[config.mk]
export PLATFORM = sky130hd
export DESIGN_NAME = tms_mac
export DESIGN_NICKNAME = d
export VERILOG_FILES = /design/src/rtl/tms_pkg.sv /design/src/rtl/tms_mac.sv
export SDC_FILE = /design/constraint.sdc
export NUM_CORES = 2
export LEC_CHECK = 0
export BUFFER_PORTS_ARGS = -buffer_cell sky130_fd_sc_hd__buf_4
export CORE_MARGIN = 2
export CORE_UTILIZATION = 55
export DETAILED_ROUTE_END_ITERATION = 10
export PLACE_DENSITY = 0.8
export SLEW_MARGIN = 10
export SYNTH_ARGS = -nofsm -noshare
export SYNTH_HDL_FRONTEND = slang
export SYNTH_SLANG_ARGS = --single-unit
[constraint.sdc]
create_clock -name aclk -period 9.3 [get_ports aclk]
set_input_delay 0.465 -clock aclk [delete_from_list [all_inputs] [get_ports aclk]]
set_output_delay 0.465 -clock aclk [all_outputs]
set_load 0.02 [all_outputs]
[src/rtl/tms_pkg.sv]
`timescale 1ns / 1ps
// tms_pkg: shared constants, codes and control structs for the matrix stack.
// Used by tms_ram, tms_mac and transform_matrix_stack_top; depends on nothing.
package tms_pkg;

    localparam int STACK_DEPTH = 16;
    localparam int ELEMS       = 16;
    localparam int ELEM_W      = $clog2(ELEMS);
    localparam int LEVEL_W     = $clog2(STACK_DEPTH);
    localparam int ADDR_W      = LEVEL_W + ELEM_W;
    localparam int RAM_DEPTH   = STACK_DEPTH * ELEMS;
    localparam int DATA_W      = 32;
    localparam int PROD_W      = 2 * DATA_W;
    localparam int STEP_W      = ELEM_W + 2;

    typedef enum logic [2:0] {
        ACT_LOAD  = 3'd0,
        ACT_PUSH  = 3'd1,
        ACT_POP   = 3'd2,
        ACT_CLEAR = 3'd3,
        ACT_READ  = 3'd4
    } action_t;

    typedef enum logic [1:0] {
        STATUS_OK    = 2'd0,
        STATUS_FULL  = 2'd1,
        STATUS_EMPTY = 2'd2
    } status_t;

    typedef enum logic [2:0] {
        ST_IDLE,
        ST_READ,
        ST_COPY,
        ST_MAC,
        ST_DRAIN
    } state_t;

    // One multiply-accumulate step travelling down the MAC pipeline.
    typedef struct packed {
        logic              valid;
        logic              first;
        logic              last;
        logic [ELEM_W-1:0] elem;
    } mac_ctrl_t;

    // One finished product element.
    typedef struct packed {
        logic                     valid;
        logic [ELEM_W-1:0]        elem;
        logic signed [DATA_W-1:0] value;
    } mac_res_t;

endpackage

[src/rtl/tms_mac.sv]
`timescale 1ns / 1ps
// tms_mac: shared multiply-accumulate unit: multiply, saturating 64-bit
// accumulate, round half up and clamp to Q16.16. Depends on tms_pkg.
module tms_mac (
    input  logic                             aclk,
    input  logic                             aresetn,
    input  tms_pkg::mac_ctrl_t               ctrl_in,
    input  logic signed [tms_pkg::DATA_W-1:0] a_in,
    input  logic signed [tms_pkg::DATA_W-1:0] b_in,
    output tms_pkg::mac_res_t                res_out
);

    localparam logic signed [tms_pkg::PROD_W-1:0] ACC_MAX = {1'b0, {(tms_pkg::PROD_W-1){1'b1}}};
    localparam logic signed [tms_pkg::PROD_W-1:0] ACC_MIN = {1'b1, {(tms_pkg::PROD_W-1){1'b0}}};
    localparam logic signed [tms_pkg::DATA_W-1:0] OUT_MAX = {1'b0, {(tms_pkg::DATA_W-1){1'b1}}};
    localparam logic signed [tms_pkg::DATA_W-1:0] OUT_MIN = {1'b1, {(tms_pkg::DATA_W-1){1'b0}}};
    localparam int SH_W = tms_pkg::PROD_W + 1 - 16;

    tms_pkg::mac_ctrl_t                ctrl_p_reg, ctrl_a_reg;
    logic signed [tms_pkg::PROD_W-1:0] prod_reg, acc_reg, acc_next;
    logic signed [tms_pkg::PROD_W:0]   sum_wide, rnd_wide;
    logic signed [SH_W-1:0]            shifted;
    logic signed [tms_pkg::DATA_W-1:0] clamp_next;
    tms_pkg::mac_res_t                 res_reg;

    // Saturating accumulate; first step of an element starts from zero.
    always_comb begin
        sum_wide = {acc_reg[tms_pkg::PROD_W-1], acc_reg}
                 + {prod_reg[tms_pkg::PROD_W-1], prod_reg};
        if (ctrl_p_reg.first) begin
            acc_next = prod_reg;
        end else if (sum_wide[tms_pkg::PROD_W] != sum_wide[tms_pkg::PROD_W-1]) begin
            acc_next = sum_wide[tms_pkg::PROD_W] ? ACC_MIN : ACC_MAX;
        end else begin
            acc_next = sum_wide[tms_pkg::PROD_W-1:0];
        end
    end

    // Round half up, floor shift by 16, clamp to 32 bits. Positive overflow
    // of the rounding add would clamp to the 32-bit max anyway.
    always_comb begin
        rnd_wide = {acc_reg[tms_pkg::PROD_W-1], acc_reg} + (tms_pkg::PROD_W+1)'(32768);
        shifted  = rnd_wide[tms_pkg::PROD_W:16];
        if (shifted[SH_W-1:tms_pkg::DATA_W-1] == '0
                || shifted[SH_W-1:tms_pkg::DATA_W-1] == '1) begin
            clamp_next = shifted[tms_pkg::DATA_W-1:0];
        end else begin
            clamp_next = shifted[SH_W-1] ? OUT_MIN : OUT_MAX;
        end
    end

    always_ff @(posedge aclk) begin
        if (!aresetn) begin
            ctrl_p_reg    <= '0;
            ctrl_a_reg    <= '0;
            res_reg.valid <= 1'b0;
        end else begin
            ctrl_p_reg    <= ctrl_in;
            ctrl_a_reg    <= ctrl_p_reg;
            res_reg.valid <= ctrl_a_reg.valid && ctrl_a_reg.last;
        end
        res_reg.elem  <= ctrl_a_reg.elem;
        res_reg.value <= clamp_next;
    end

    always_ff @(posedge aclk) begin
        prod_reg <= a_in * b_in;
        acc_reg  <= acc_next;
    end

    assign res_out = res_reg;

endmodule

Word level (Yosys, flattened, before mapping)
Cells that the tools add are included.
- equality and inequality tests: 2
- add/subtract/negate cells: 2
- $mul: 1
- reductions and logical operators: 3
- mux-type cells: 5
- operator list (operator ; count):
    2-to-1 mux 64 bit ; 3
    adder 64 x 17 -> 65 bit (second input constant) ; 1
    adder 64 x 64 -> 65 bit ; 1
    multiplier 32 x 32 -> 64 bit ; 1
    2-to-1 mux 32 bit ; 2
    equality test 18 bit (second input constant) ; 1
    logical NOT 18 bit ; 1
    logical AND 1 bit ; 1
    logical OR 1 bit ; 1
    != test 1 bit ; 1
- bits of input ports: 73
- register bits: 178

Depth between registers and ports, before layout
- word-level depth: 4
- gate-level depth with buffers: 31
- gate-level depth less buffers: 30

Least setup slack after synthesis
Ideal clock, no wire load.
- path type: input port to flip-flop
- start point: in a_in[31] in the netlist's numbering
- end point: reg prod_reg[60] in the netlist's numbering
- cell stages on the path: 25
- buffers on the path: 2
- arrival: 7637 ps
- required time: 9180 ps
- setup slack: 1542 ps
- cell sequence: clkbuf_1 > nand2_1 > inv_1 > fa_1 > fa_1 > fa_1 > fa_1 > fa_1 > fa_1 > fa_1 > fa_1 > ha_1 > clkbuf_1 > nand2_1 > o21ai_0 > nor4_1 > a2111oi_0 > a21oi_1 > a41o_1 > o21ai_1 > a41o_1 > nor3_1 > o21bai_1 > a21oi_1 > xnor2_1
- word-level cells in the longest chain between the ends: 1
- RTL lines (element ; line ; RTL):
    start: declaration ; tms_mac.sv:8 ; input logic signed [tms_pkg::DATA_W-1:0] a_in,
    multiplier 32 x 32 -> 64 bit ; tms_mac.sv:67 ; prod_reg <= a_in * b_in;
    end signal: assignment ; tms_mac.sv:67 ;
    end: declaration ; tms_mac.sv:20 ; logic signed [tms_pkg::PROD_W-1:0] prod_reg, acc_reg, acc_next;
Every way passes these cells.
A chain may end at the register's enable or synchronous reset.

Worst setup path in the final report
- start point: in b_in[6] in the netlist's numbering
- end point: reg prod_reg[62] in the netlist's numbering
- word-level cells in the longest chain between the ends: 1
- RTL lines (element ; line ; RTL):
    start: declaration ; tms_mac.sv:9 ; input logic signed [tms_pkg::DATA_W-1:0] b_in,
    multiplier 32 x 32 -> 64 bit ; tms_mac.sv:67 ;
Every way passes these cells.

==> results.md <==
- Status: complete, no violations
- Clk_lat worst skew: 450 ps
- I/O pins: 110
- Rows: 106
- CTS Buf Count: 17
- Vias: 33,690
- EDFF count, synth: 0
- Vias in the first global route: 36,360
- TritonRoute pass-1 iters: 5
- Final Skew: 14.38 ps
- Largest family of logic cells by synthesized area: adder cells
- Simple-Gate Fraction of Synth Area: 0.1683
- Xor/xnor cell area share of the yosys netlist: 0.03083
- Top cells by area, synth: fa_1 (47%), inv_1 (8.4%), dfxtp_1 (7.7%), and2_1 (7.0%), ha_1 (6.8%)
- CORE AREA: 83,290 µm²
- Postcts setup bufs: 0
- Crit path time final: 8296 ps
- Tcrit/Tclk final: 0.8921
- Global-route wire length before repair: 199.1 mm
- Multiplexer share of the synthesized area: 0.001360
- Die Ht: 293.3 µm
- DRT antenna net count: 0
- Final Wtd Congestion: 0.9415
- Slew @ Worst Pin: 1096 ps
- Hold_buf cts: 0
- Final hold violation count: 0
- Largest net degree at the start of global routing: 69
- Synth area leader: fa_1
- Commonest cells post-synth: fa_1 (1,083), inv_1 (1,025), nand2_1 (629)
- Synthesized area: 46,020 µm²
- Starting Density: 0.5525
- Max Root-Sink Buffers: 2
- Synth warn: 0
- Initial antenna violation count: 5
- DRC violations left: 0
- TNS Setup: 0 ps
- CTS root buf: clkbuf_16
- Die width: 293.3 µm
- Max-Cap Viols: 0
- Crit-path max cell delay: 920 ps
- Htree depth: 4
- Register area share after synthesis: 0.07744
- Clk sinks: 178
- Drt total wl: 122.3 mm
- # nets final: 6,308
- Setup crit start kind: input port
- Crit-path max FO: 32
- CP max stage cell: fa_1
- Full die area: 86,000 µm²
- Yosys top cell area share: 0.4712
- Mean Syn Cell Area: 9.183 µm²
- Yosys cell types: 79
- Worst slew margin: 0.2671
- Post-synthesis compound-gate area fraction: 0.07611
- Drt via density: 5.615
- Synth Register Bits: 178
- Synth Instances: 5,011
- Ratio of cells with drive above 1 in the final layout: 0.05797
- GRT Util Overall: 0.2975
- GRT overflow: 0
- CTS resizes: 0
- Detailed placement HPWL: 94.74 mm
- Worst setup EP type: register
- CTS tree: yes
- Ys async rst share: 0
- RSZ-0062 raised after global routing: false
- Syn_nets: 6,416
- CP most frequent cell: fa_1
- Worst setup path class: input port to register
- Area grow syn2layout: 4.060%
- Number of DRC markers in iteration 0: 2,787
- Critical path arrival: 8680 ps
- Worst Path Required: 9680 ps
- # fillers: 7,106
- Most common cell in the synthesized netlist: fa_1
- Fmax: 0.1205 GHz
- Wirelength per Cell: 20.39 µm
- Synth Flop Type: dfxtp_1
- Worst hold path class: input port to register
- Clock transition at the registers of the reported paths: 70 ps
- Port Buffers: 109
- Max Slew Vio Count: 0
- Adder-cell share of the synthesized area: 0.5393
- Setup-failing EPs final: 0
## per-stage QoR
| stage | hold WS, ps | instance area [µm²] | setup slack (ps) | std cells | util |
|---|---|---|---|---|---|
| final | 219.5 | 47880 | 1004 | 6000 | 0.5749 |
| after global routing | 219.7 | 47880 | 603.1 | 5997 | 0.5748 |
| after CTS | 202.3 | 47870 | 1099 | 5996 | 0.5748 |
| after detailed placement | 313.8 | 47270 | 617.5 | 5964 | 0.5675 |
| after global placement | 311.0 | 47270 | 869.8 | 5964 | 0.5675 |
| after floorplan | 309.6 | 46020 | 1542 | 5011 | - |
## metal layers
| metal | vias to the layer above | track usage | wire length, µm |
|---|---|---|---|
| li1 | 14760 | - | - |
| met1 | 16880 | 0.4044 | 49670 |
| met2 | 1794 | 0.4572 | 53590 |
| met3 | 253 | 0.09750 | 15350 |
| met4 | 2 | 0.08537 | 3636 |
| met5 | - | 0.008508 | 96 |
## logic make-up (layout without fill, tap and decap cells)
family,after synthesis,count (layout)
simple gates,1530,1530
fa+ha+maj,1334,1334
buf+inv,1278,1183
compound gates,523,523
flops,178,178
xor+xnor,162,162
mux,6,6
other cells,0,4
## final cells by class
class | count | area (µm²) | share of cell area
multi-input cells | 3555 | 37560 | 0.7844
flip-flops and latches | 178 | 3565 | 0.07444
repair buffers | 125 | 938.4 | 0.01960
well taps | 1080 | 1351 | 0.02822
diodes | 4 | 10.01 | 0.0002090
clock inverters | 14 | 167.7 | 0.003501
clock buffers | 18 | 439.2 | 0.009171
inverters | 1026 | 3851 | 0.08043
## final timing paths
check	from	end	slack (ps)	depth (start not counted)
worst min-delay path	ctrl_in[2]	ctrl_p_reg[2]$_SDFF_PN0_	220	2
worst max-delay path	b_in[6]	prod_reg[62]$_DFF_P_	1000	28
worst min register to register	ctrl_a_reg[2]$_SDFF_PN0_	res_out[34]$_DFF_P_	330	0
worst max register to register	prod_reg[0]$_DFF_P_	acc_reg[2]$_DFF_P_	4590	16
## cell usage in the layout (no fill, tap or decap), types with 16 or more instances in the layout
cell type  count
inv_1       1025
nand2b_1      18
and2_1       518
nand2_1      629
o21a_1        16
a21oi_1      173
nor2_1        96
a21o_1        77
a21oi_2       64
nor2b_1       69
fa_1        1083
nor3_1        23
and3_1        22
nand4_1       29
buf_4        125
ha_1         249
nand3_1       44
o21ai_0       64
o21bai_1      19
clkbuf_16     17
xnor2_1      105
xor2_1        57
dfxtp_1      177
nand2_2       36
## critical path: cells and delay by family
kind / cells / cell delay [ps]
AOI/OAI and AO/OA: 7 / 1280
xor gates and xnor gates: 1 / 150
adders and majority gates: 9 / 4690
buffers and inverters: 8 / 1520
and+or+nand+nor: 3 / 540
Power is not shown: default switching activity piles up to over one toggle a cycle in this logic, so the estimate is an artifact.
